[config.mk]
export PLATFORM = sky130hd
export DESIGN_NAME = murmur64a_stream_hash_flat
export DESIGN_NICKNAME = d
export VERILOG_FILES = /design/src/design/m64_pkg.sv /design/src/design/m64_in_if.sv /design/src/design/m64_out_if.sv /design/src/design/m64_front.sv /design/src/design/m64_queue.sv /design/src/design/m64_mul.sv /design/src/design/m64_back.sv /design/src/design/murmur64a_stream_hash.sv /design/src/flat_wrapper.sv
export SDC_FILE = /design/constraint.sdc
export NUM_CORES = 2
export LEC_CHECK = 0
export ABC_CLOCK_PERIOD_IN_PS = 13400
export BUFFER_PORTS_ARGS = -buffer_cell sky130_fd_sc_hd__buf_4
export CORE_MARGIN = 5
export CORE_UTILIZATION = 40
export CTS_CLUSTER_DIAMETER = 200
export DETAILED_ROUTE_END_ITERATION = 10
export PLACE_DENSITY = 0.64
export SYNTH_ARGS = -nofsm -noshare
export SYNTH_HDL_FRONTEND = slang
export SYNTH_SLANG_ARGS = --single-unit
[constraint.sdc]
create_clock -name clk -period 13.4 [get_ports clk]
set_input_delay 2.01 -clock clk [delete_from_list [all_inputs] [get_ports clk]]
set_output_delay 2.01 -clock clk [all_outputs]
set_load 0.01 [all_outputs]
[src/design/m64_pkg.sv]
// Shared types, constants and helper functions for the streaming MurmurHash64A block.
// No dependencies; front, queue, multiplier, back and top level import this package.
`default_nettype none

package m64_pkg;

  // Mixing constants of MurmurHash64A.
  localparam logic [63:0] MIX_MUL   = 64'hc6a4a7935bd1e995;
  localparam logic [31:0] MIX_MUL_LO = MIX_MUL[31:0];
  localparam logic [31:0] MIX_MUL_HI = MIX_MUL[63:32];
  localparam int unsigned MIX_SHIFT = 47;

  // Default depth of the queue between front and back.
  localparam int unsigned QUEUE_DEPTH_DEF = 2;

  // How a word takes part in the hash.
  typedef enum logic [1:0] {
    KIND_NONE,
    KIND_PART,
    KIND_FULL
  } word_kind_t;

  // One classified item as it waits in the queue.
  typedef struct packed {
    logic [63:0] word;
    word_kind_t  kind;
    logic        first;
    logic        last;
    logic [31:0] length;
  } q_entry_t;

  // Queue status seen by the front and the back.
  typedef struct packed {
    logic empty;
    logic full;
  } q_status_t;

  // Sequencer states of the back part.
  typedef enum logic [3:0] {
    B_IDLE,
    B_SEED,
    B_SEED_W,
    B_BODY,
    B_K1_W,
    B_K2_W,
    B_A_W,
    B_TAIL,
    B_F_W,
    B_OUT
  } back_state_t;

  // Passes of the shared multiplier.
  typedef enum logic [1:0] {
    STEP_LO,
    STEP_CROSS_A,
    STEP_CROSS_B
  } mul_step_t;

  // Request and response of the constant multiplier.
  typedef struct packed {
    logic        start;
    logic [63:0] operand;
  } mul_req_t;

  typedef struct packed {
    logic        busy;
    logic        done;
    logic [63:0] result;
  } mul_rsp_t;

  // Mask that keeps the valid low bytes of a partial word.
  function automatic logic [63:0] byte_mask(input logic [3:0] count);
    logic [63:0] m;
    unique case (count)
      4'd1:    m = 64'h0000_0000_0000_00ff;
      4'd2:    m = 64'h0000_0000_0000_ffff;
      4'd3:    m = 64'h0000_0000_00ff_ffff;
      4'd4:    m = 64'h0000_0000_ffff_ffff;
      4'd5:    m = 64'h0000_00ff_ffff_ffff;
      4'd6:    m = 64'h0000_ffff_ffff_ffff;
      4'd7:    m = 64'h00ff_ffff_ffff_ffff;
      default: m = 64'hffff_ffff_ffff_ffff;
    endcase
    return m;
  endfunction

  // Xor of a value with itself shifted right by the mixing shift.
  function automatic logic [63:0] xorshift(input logic [63:0] v);
    return v ^ (v >> MIX_SHIFT);
  endfunction

endpackage

`default_nettype wire

[src/design/m64_in_if.sv]
// Input channel of the hash block: one message word per item.
// No dependencies.
`default_nettype none

interface m64_in_if;
  logic        valid;
  logic        ready;
  logic [63:0] data_word;
  logic [3:0]  byte_count;
  logic        first;
  logic        last;
  logic [31:0] total_length;

  modport source (
    output valid, data_word, byte_count, first, last, total_length,
    input  ready
  );
  modport sink (
    input  valid, data_word, byte_count, first, last, total_length,
    output ready
  );
endinterface

`default_nettype wire

[src/design/m64_out_if.sv]
// Output channel of the hash block: one finished hash per item.
// No dependencies.
`default_nettype none

interface m64_out_if;
  logic        valid;
  logic        ready;
  logic [63:0] hash_value;

  modport source (
    output valid, hash_value,
    input  ready
  );
  modport sink (
    input  valid, hash_value,
    output ready
  );
endinterface

`default_nettype wire

[src/design/m64_front.sv]
// Front part: accepts message items and classifies them for the queue.
// Depends on m64_pkg and m64_in_if.
`default_nettype none

module m64_front
  import m64_pkg::*;
(
  m64_in_if.sink    msg,
  input  q_status_t q_status,
  output logic      push,
  output q_entry_t  entry
);

  // Items are taken whenever the queue has room.
  assign msg.ready = !q_status.full;
  assign push      = msg.valid && !q_status.full;

  // Classify the word and drop the bytes above the byte count.
  always_comb begin
    entry.first  = msg.first;
    entry.last   = msg.last;
    entry.length = msg.total_length;
    if (msg.byte_count >= 4'd8) begin
      entry.kind = KIND_FULL;
      entry.word = msg.data_word;
    end else if (msg.byte_count == 4'd0) begin
      entry.kind = KIND_NONE;
      entry.word = '0;
    end else begin
      entry.kind = KIND_PART;
      entry.word = msg.data_word & byte_mask(msg.byte_count);
    end
  end

endmodule

`default_nettype wire

[src/design/m64_queue.sv]
// Short queue of classified items between the front and the back part.
// Depends on m64_pkg.
`default_nettype none

module m64_queue
  import m64_pkg::*;
#(
  parameter int unsigned DEPTH = QUEUE_DEPTH_DEF
) (
  input  logic      clk,
  input  logic      rst,
  input  logic      push,
  input  q_entry_t  entry,
  input  logic      pop,
  output q_entry_t  head,
  output q_status_t status
);

  localparam int unsigned PTR_W = $clog2(DEPTH);
  localparam int unsigned CNT_W = $clog2(DEPTH + 1);

  q_entry_t           slots [DEPTH];
  logic [PTR_W-1:0]   wr_ptr;
  logic [PTR_W-1:0]   rd_ptr;
  logic [CNT_W-1:0]   count;

  assign head         = slots[rd_ptr];
  assign status.empty = (count == '0);
  assign status.full  = (count == CNT_W'(DEPTH));

  // Pointers and fill count.
  always_ff @(posedge clk) begin
    if (rst) begin
      wr_ptr <= '0;
      rd_ptr <= '0;
      count  <= '0;
    end else begin
      if (push) begin
        wr_ptr <= (wr_ptr == PTR_W'(DEPTH - 1)) ? '0 : wr_ptr + 1'b1;
      end
      if (pop) begin
        rd_ptr <= (rd_ptr == PTR_W'(DEPTH - 1)) ? '0 : rd_ptr + 1'b1;
      end
      unique case ({push, pop})
        2'b10:   count <= count + 1'b1;
        2'b01:   count <= count - 1'b1;
        default: count <= count;
      endcase
    end
  end

  // Entry storage.
  always_ff @(posedge clk) begin
    if (push) begin
      slots[wr_ptr] <= entry;
    end
  end

endmodule

`default_nettype wire

[src/design/m64_mul.sv]
// Multiplier by the mixing constant, modulo 2^64, built from one 32x32 multiplier.
// Depends on m64_pkg.
`default_nettype none

module m64_mul
  import m64_pkg::*;
(
  input  logic     clk,
  input  logic     rst,
  input  mul_req_t req,
  output mul_rsp_t rsp
);

  logic [63:0] operand;
  logic [63:0] product;
  logic        busy;
  logic        done;
  mul_step_t   step;
  logic [31:0] op_a;
  logic [31:0] op_b;
  logic [63:0] partial;

  // Low times low first, then the two cross terms into the upper half.
  always_comb begin
    unique case (step)
      STEP_LO: begin
        op_a = operand[31:0];
        op_b = MIX_MUL_LO;
      end
      STEP_CROSS_A: begin
        op_a = operand[31:0];
        op_b = MIX_MUL_HI;
      end
      default: begin
        op_a = operand[63:32];
        op_b = MIX_MUL_LO;
      end
    endcase
    partial = 64'(op_a) * 64'(op_b);
  end

  // Pass control.
  always_ff @(posedge clk) begin
    if (rst) begin
      busy <= 1'b0;
      done <= 1'b0;
      step <= STEP_LO;
    end else begin
      done <= busy && (step == STEP_CROSS_B);
      if (req.start) begin
        busy <= 1'b1;
        step <= STEP_LO;
      end else if (busy) begin
        unique case (step)
          STEP_LO:      step <= STEP_CROSS_A;
          STEP_CROSS_A: step <= STEP_CROSS_B;
          default: begin
            step <= STEP_LO;
            busy <= 1'b0;
          end
        endcase
      end
    end
  end

  // Operand and running product.
  always_ff @(posedge clk) begin
    if (req.start) begin
      operand <= req.operand;
    end
    if (busy) begin
      if (step == STEP_LO) begin
        product <= partial;
      end else begin
        product[63:32] <= product[63:32] + partial[31:0];
      end
    end
  end

  assign rsp.busy   = busy;
  assign rsp.done   = done;
  assign rsp.result = product;

  // A new product is never requested while one is in progress.
  a_no_start_busy: assert property (@(posedge clk) disable iff (rst)
    req.start |-> !busy)
    else $error("multiplier started while busy");

  // Done follows the last pass.
  a_done_after_busy: assert property (@(posedge clk) disable iff (rst)
    done |-> $past(busy))
    else $error("multiplier done without a pass in progress");

  // The last pass frees the unit.
  a_last_pass_frees: assert property (@(posedge clk) disable iff (rst)
    (busy && step == STEP_CROSS_B && !req.start) |=> (!busy && done))
    else $error("multiplier did not finish after its last pass");

endmodule

`default_nettype wire

[src/design/m64_back.sv]
// Back part: sequences seeding, word mixing and the final avalanche on the
// shared multiplier and holds the result item. Depends on m64_pkg and m64_out_if.
`default_nettype none

module m64_back
  import m64_pkg::*;
(
  input  logic        clk,
  input  logic        rst,
  input  logic [63:0] seed,
  input  q_entry_t    head,
  input  q_status_t   q_status,
  output logic        pop,
  output mul_req_t    mul_req,
  input  mul_rsp_t    mul_rsp,
  m64_out_if.source   hash
);

  back_state_t state;
  back_state_t state_next;
  q_entry_t    cur;
  logic        cur_load;
  logic [63:0] acc;
  logic [63:0] acc_next;
  logic        out_load;
  logic        out_valid;
  logic [63:0] out_hash;

  // State, accumulator and the current item.
  always_ff @(posedge clk) begin
    if (rst) begin
      state <= B_IDLE;
      acc   <= '0;
    end else begin
      state <= state_next;
      acc   <= acc_next;
    end
  end

  always_ff @(posedge clk) begin
    if (cur_load) begin
      cur <= head;
    end
  end

  // Sequencer.
  always_comb begin
    state_next      = state;
    acc_next        = acc;
    pop             = 1'b0;
    cur_load        = 1'b0;
    out_load        = 1'b0;
    mul_req.start   = 1'b0;
    mul_req.operand = '0;
    unique case (state)
      B_IDLE: begin
        if (!q_status.empty) begin
          pop        = 1'b1;
          cur_load   = 1'b1;
          state_next = head.first ? B_SEED : B_BODY;
        end
      end
      B_SEED: begin
        mul_req.start   = 1'b1;
        mul_req.operand = {32'd0, cur.length};
        state_next      = B_SEED_W;
      end
      B_SEED_W: begin
        if (mul_rsp.done) begin
          acc_next   = seed ^ mul_rsp.result;
          state_next = B_BODY;
        end
      end
      B_BODY: begin
        unique case (cur.kind)
          KIND_FULL: begin
            mul_req.start   = 1'b1;
            mul_req.operand = cur.word;
            state_next      = B_K1_W;
          end
          KIND_PART: begin
            mul_req.start   = 1'b1;
            mul_req.operand = acc ^ cur.word;
            state_next      = B_A_W;
          end
          default: begin
            state_next = B_TAIL;
          end
        endcase
      end
      B_K1_W: begin
        if (mul_rsp.done) begin
          mul_req.start   = 1'b1;
          mul_req.operand = xorshift(mul_rsp.result);
          state_next      = B_K2_W;
        end
      end
      B_K2_W: begin
        if (mul_rsp.done) begin
          mul_req.start   = 1'b1;
          mul_req.operand = acc ^ mul_rsp.result;
          state_next      = B_A_W;
        end
      end
      B_A_W: begin
        if (mul_rsp.done) begin
          acc_next   = mul_rsp.result;
          state_next = B_TAIL;
        end
      end
      B_TAIL: begin
        if (cur.last) begin
          mul_req.start   = 1'b1;
          mul_req.operand = xorshift(acc);
          state_next      = B_F_W;
        end else begin
          state_next = B_IDLE;
        end
      end
      B_F_W: begin
        if (mul_rsp.done) begin
          state_next = B_OUT;
        end
      end
      B_OUT: begin
        if (!out_valid || hash.ready) begin
          out_load   = 1'b1;
          state_next = B_IDLE;
        end
      end
      default: begin
        state_next = B_IDLE;
      end
    endcase
  end

  // Output register; the product stays in the multiplier until it is taken.
  always_ff @(posedge clk) begin
    if (rst) begin
      out_valid <= 1'b0;
    end else if (out_load) begin
      out_valid <= 1'b1;
    end else if (hash.ready) begin
      out_valid <= 1'b0;
    end
  end

  always_ff @(posedge clk) begin
    if (out_load) begin
      out_hash <= xorshift(mul_rsp.result);
    end
  end

  assign hash.valid      = out_valid;
  assign hash.hash_value = out_hash;

endmodule

`default_nettype wire

[src/design/murmur64a_stream_hash.sv]
// Top level of the streaming MurmurHash64A block: seed register, front, queue,
// back and the shared constant multiplier. Depends on these, m64_pkg and both interfaces.
//
// A message enters as little-endian 64-bit words on msg, the first item
// carrying the total byte length, and one 64-bit hash leaves on hash for each
// item marked last. The seed is written through cfg_wr_en and cfg_wr_data; the
// user must write it only while the block is idle, which the block does not enforce.
// In the back part an item is seeded when it is first of a message, then mixed
// in with three multiplies for a full word or one for a partial one, and
// finalized with one more multiply when it is last; the single 32x32 multiplier
// needs three passes for each 64-bit multiply by the mixing constant. The front
// and the queue keep taking items while the back part works, up to the queue depth.
`default_nettype none

module murmur64a_stream_hash
  import m64_pkg::*;
#(
  parameter int unsigned QUEUE_DEPTH = QUEUE_DEPTH_DEF
) (
  input  logic        clk,
  input  logic        rst,
  input  logic        cfg_wr_en,
  input  logic [63:0] cfg_wr_data,
  m64_in_if.sink      msg,
  m64_out_if.source   hash
);

  logic [63:0] seed;
  logic        push;
  logic        pop;
  q_entry_t    entry;
  q_entry_t    head;
  q_status_t   q_status;
  mul_req_t    mul_req;
  mul_rsp_t    mul_rsp;

  // Seed register.
  always_ff @(posedge clk) begin
    if (rst) begin
      seed <= '0;
    end else if (cfg_wr_en) begin
      seed <= cfg_wr_data;
    end
  end

  m64_front u_front (
    .msg      (msg),
    .q_status (q_status),
    .push     (push),
    .entry    (entry)
  );

  m64_queue #(
    .DEPTH (QUEUE_DEPTH)
  ) u_queue (
    .clk    (clk),
    .rst    (rst),
    .push   (push),
    .entry  (entry),
    .pop    (pop),
    .head   (head),
    .status (q_status)
  );

  m64_mul u_mul (
    .clk (clk),
    .rst (rst),
    .req (mul_req),
    .rsp (mul_rsp)
  );

  m64_back u_back (
    .clk      (clk),
    .rst      (rst),
    .seed     (seed),
    .head     (head),
    .q_status (q_status),
    .pop      (pop),
    .mul_req  (mul_req),
    .mul_rsp  (mul_rsp),
    .hash     (hash)
  );

endmodule

`default_nettype wire
[src/flat_wrapper.sv]
// flat-port wrapper written by rule: the top's interface ports become plain ports
module murmur64a_stream_hash_flat import m64_pkg::*;
#(
  parameter int unsigned QUEUE_DEPTH = QUEUE_DEPTH_DEF
)
  (clk, rst, cfg_wr_en, cfg_wr_data, msg_valid, msg_data_word, msg_byte_count, msg_first, msg_last, msg_total_length, msg_ready, hash_valid, hash_hash_value, hash_ready);
  m64_in_if msg_i ();
  m64_out_if hash_i ();
  input  logic clk;
  input  logic rst;
  input  logic cfg_wr_en;
  input  logic [63:0] cfg_wr_data;
  input wire logic [$bits(msg_i.valid)-1:0] msg_valid;
  input wire logic [$bits(msg_i.data_word)-1:0] msg_data_word;
  input wire logic [$bits(msg_i.byte_count)-1:0] msg_byte_count;
  input wire logic [$bits(msg_i.first)-1:0] msg_first;
  input wire logic [$bits(msg_i.last)-1:0] msg_last;
  input wire logic [$bits(msg_i.total_length)-1:0] msg_total_length;
  output wire logic [$bits(msg_i.ready)-1:0] msg_ready;
  output wire logic [$bits(hash_i.valid)-1:0] hash_valid;
  output wire logic [$bits(hash_i.hash_value)-1:0] hash_hash_value;
  input wire logic [$bits(hash_i.ready)-1:0] hash_ready;
  assign msg_i.valid = msg_valid;
  assign msg_i.data_word = msg_data_word;
  assign msg_i.byte_count = msg_byte_count;
  assign msg_i.first = msg_first;
  assign msg_i.last = msg_last;
  assign msg_i.total_length = msg_total_length;
  assign msg_ready = msg_i.ready;
  assign hash_valid = hash_i.valid;
  assign hash_hash_value = hash_i.hash_value;
  assign hash_i.ready = hash_ready;
  murmur64a_stream_hash #(.QUEUE_DEPTH(QUEUE_DEPTH)) u_core (.clk(clk), .rst(rst), .cfg_wr_en(cfg_wr_en), .cfg_wr_data(cfg_wr_data), .msg(msg_i), .hash(hash_i));
endmodule
==> results.yml <==
drt:
  firstDrtPassIters: 8
  routed_via_density: 5.443
  post-route-drc-count: 0
  detailroute.via_count: 36090
  routed_wirelength_um: 165700
  drt_iter0_markers: 3427
  detail-route-antenna-nets: 0
  detail_route.wl_per_cell_um: 25.00
clock_network:
  clockRootBuffer: "sky130_fd_sc_hd__clkbuf_16"
  holdBufCountCts: 0
  cts_repair_resize_count: 0
  tritoncts.num_buffers: 66
  clkTransAtPathRegs_ps: 80
  deepest_level_of_the_cts_h_tree: 3
  post-cts-setup-buffers: 0
  worst_skew_pair.late_latency_ps: 620
  tritoncts_clock_tree: "yes"
  cts-root-to-sink-buffers: 3
  total_number_of_clock_tree_sinks: 633
setup_path:
  crit_required_ps: 13760
  cp_top_family: "adder cells"
  worstSetupEndpointType: "register"
  crit_arrival_ps: 10690
  reg2reg_slack_ps: 3060
  worstPathMaxFanout: 32
  cp_num_buf_inv: 9
  timing.critical_path.slowest_stage_cell: "sky130_fd_sc_hd__dfxtp_2"
  path_class: "reg -> reg"
  regToRegStartpoint: "u_core.u_mul.step[1]"
  r2r_cells: 34
  critical_path.reg2reg.endpoint: "u_core.u_mul.product[61]"
  critPathMaxStageDelay_ps: 630
  setup.worst_path.start_class: "register"
cells_and_area:
  fill_cells: 12080
  layout.cells.non_filler: 6630
  final_design_area_no_fill_um2: 57810
  share_of_final_layout_standard_cells_stronger_than_drive_strength_1: 0.1144
  diode_count: 0
  area.growth.synth_to_final_pct: 11.28
  num-nets-final: 6057
synth:
  synth.most_common_cell: "sky130_fd_sc_hd__inv_1"
  netlist-cell-type-count: 77
  synth.yosys.seq_area_share: 0.3385
  dominantRegCellSynth: "sky130_fd_sc_hd__edfxtp_1"
  post_synth_inst_count: 4691
  synth_common_cells: "sky130_fd_sc_hd__inv_1, sky130_fd_sc_hd__fa_1, sky130_fd_sc_hd__edfxtp_1, sky130_fd_sc_hd__ha_1, sky130_fd_sc_hd__nand2_1"
  ys_seq_elements: 633
  post-synth-top-area-fraction: 0.2838
  postSynth.asyncResetShare: 0
  netlist_area_um2: 51950
  synth.top_cells.by_area: "sky130_fd_sc_hd__edfxtp_1, sky130_fd_sc_hd__fa_1, sky130_fd_sc_hd__ha_1, sky130_fd_sc_hd__inv_1, sky130_fd_sc_hd__dfxtp_1"
  yosysWarningCount: 0
  synth-edff-count: 491
  biggest_area_consumer_among_synthesized_cells: "sky130_fd_sc_hd__edfxtp_1"
  synthesis.area_per_instance_um2: 11.07
floorplan:
  die_w_um: 370.4
  die_h_um: 370.4
  num_rows: 132
  design.core.area_um2: 129300
  fp.dieArea_um2: 137200
  number_of_top_level_pins: 237
  start_util: 0.4017
sta:
  setup_total_negative_slack_ps: 0
  fmax_mhz: 96.76
  timing.clock.skew_ps: 24.94
  period_minus_slack_ps: 10340
  layout_worst_path_cycle_share: 0.7713
  final-max-slew-violation-count: 0
  hold_viol_final: 0
  setup_repair_after_global_routing_missed_its_margin: "false"
  maxSlewHeadroom: 0.1345
  setup-violations-final: 0
  timing_worst_slew_pin_value_ps: 1280
placement:
  globalplace.congestion: 1.003
  port-buffer-count: 236
  detailed_place.area_um2: 55520
  dp_hpwl_um: 132300
  dp_cells: 6509
job:
  cap_violations: 0
min_path:
  worst_hold_path.num_cells: 2
  timing.hold.worst.start: "u_core.seed[45]"
  worstHoldEndpoint: "u_core.seed[45]"
  min_path_type: "reg -> reg"
global_route:
  antenna_found_initial: 3
  grt_first_pass_wirelength_um: 246900
  maximum_number_of_pins_on_one_net_before_global_route_repair: 75
  grt_usage: 0.2416
  first_global_vias: 37480
  grt_overflow_total: 0
run_status:
  run_status: "complete, no violations"
## through the flow
step | utilization | hold slack, ps | setup WS [ps]
finish | 0.4471 | 493.8 | 3065
CTS | 0.4471 | 497.7 | 3140
detailed placement | 0.4294 | 481.4 | 3201
floorplan | - | 424.4 | 3773
global route | 0.4471 | 514.0 | 2485
global placement | 0.4294 | 472.7 | 3330
## state kept, by name, indices dropped and copies added, names as in the netlist, 2 cells and up, named ones only
signal and count:
u_core.u_back.hash.hash_value 64, u_core.seed 64, u_core.u_back.state 4, u_core.u_mul.step 2, u_core.u_back.cur 99, u_core.u_back.acc 64
u_core.u_queue.slots 200, u_core.u_mul.product 64, u_core.u_mul.operand 64, u_core.u_queue.count 2
## worst reg2reg max path: cells and delay by family, from the launching register on
family                     cells  cell delay, ps
AOI/OAI and AO/OA              3            1310
xor gates and xnor gates       2             340
adders and majority gates     10            4630
buffers and inverters          9            1540
DFF                            1             630
and+or+nand+nor               10            1630
## final cells by class
class,instances,area [um^2],area share
Sequential cell,633,17590,0.3043
Inverter,762,2860,0.04947
Timing Repair Buffer,273,2049,0.03545
Clock buffer,84,1790,0.03097
Multi-Input combinational cell,3099,30840,0.5335
Tap cell,1742,2180,0.03770
Clock inverter,37,499.2,0.008635
## worst max path at each step
stage	endpoint	depth (start not counted)	startpoint
2_1_floorplan	u_core.u_mul.product[63]	36	u_core.u_mul.step[1]
3_3_place_gp	u_core.u_mul.product[61]	34	u_core.u_mul.step[1]
3_5_place_dp	u_core.u_mul.product[61]	34	u_core.u_mul.step[1]
4_1_cts	u_core.u_mul.product[61]	34	u_core.u_mul.step[1]
5_1_grt	u_core.u_mul.product[61]	32	u_core.u_mul.step[1]
6_report	u_core.u_mul.product[61]	34	u_core.u_mul.step[1]
## cell usage in the layout (no fill, tap or decap), types with 67 or more instances in the layout
cell                        instances
sky130_fd_sc_hd__edfxtp_1         491
sky130_fd_sc_hd__buf_4            273
sky130_fd_sc_hd__clkbuf_16         67
sky130_fd_sc_hd__xor2_1           120
sky130_fd_sc_hd__inv_1            759
sky130_fd_sc_hd__a211oi_1          81
sky130_fd_sc_hd__nor2b_1          120
sky130_fd_sc_hd__mux2_2           115
sky130_fd_sc_hd__dfxtp_1          140
sky130_fd_sc_hd__o21ai_0          277
sky130_fd_sc_hd__nor2_1           275
sky130_fd_sc_hd__a21oi_1          139
sky130_fd_sc_hd__fa_1             613
sky130_fd_sc_hd__nand2_1          284
sky130_fd_sc_hd__mux2i_1           85
sky130_fd_sc_hd__ha_1             436
## cells by family (layout without fill, tap and decap cells)
| family | count (synthesis) | count (layout) | share of synthesized area |
|---|---|---|---|
| XOR/XNOR | 184 | 184 | 0.03102 |
| AO/OA/AOI/OAI | 772 | 772 | 0.09802 |
| flip-flops | 633 | 633 | 0.3385 |
| buffers and inverters | 962 | 1156 | 0.06970 |
| AND/OR/NAND/NOR | 887 | 887 | 0.07957 |
| multiplexers | 200 | 200 | 0.04130 |
| other | 2 | 5 | 0.0001446 |
| adder cells (fa/ha/maj) | 1051 | 1051 | 0.3417 |
## per-layer routing
metal	share of wire	global-route usage	vias to the layer above
met4	0.042	0.08717	2
met1	0.42	0.3317	18210
li1	-	-	16050
met3	0.082	0.04738	270
met2	0.46	0.3820	1559
met5	0.000060	0	-
Power is not shown: default switching activity piles up to over one toggle a cycle in this logic, so the estimate is an artifact.
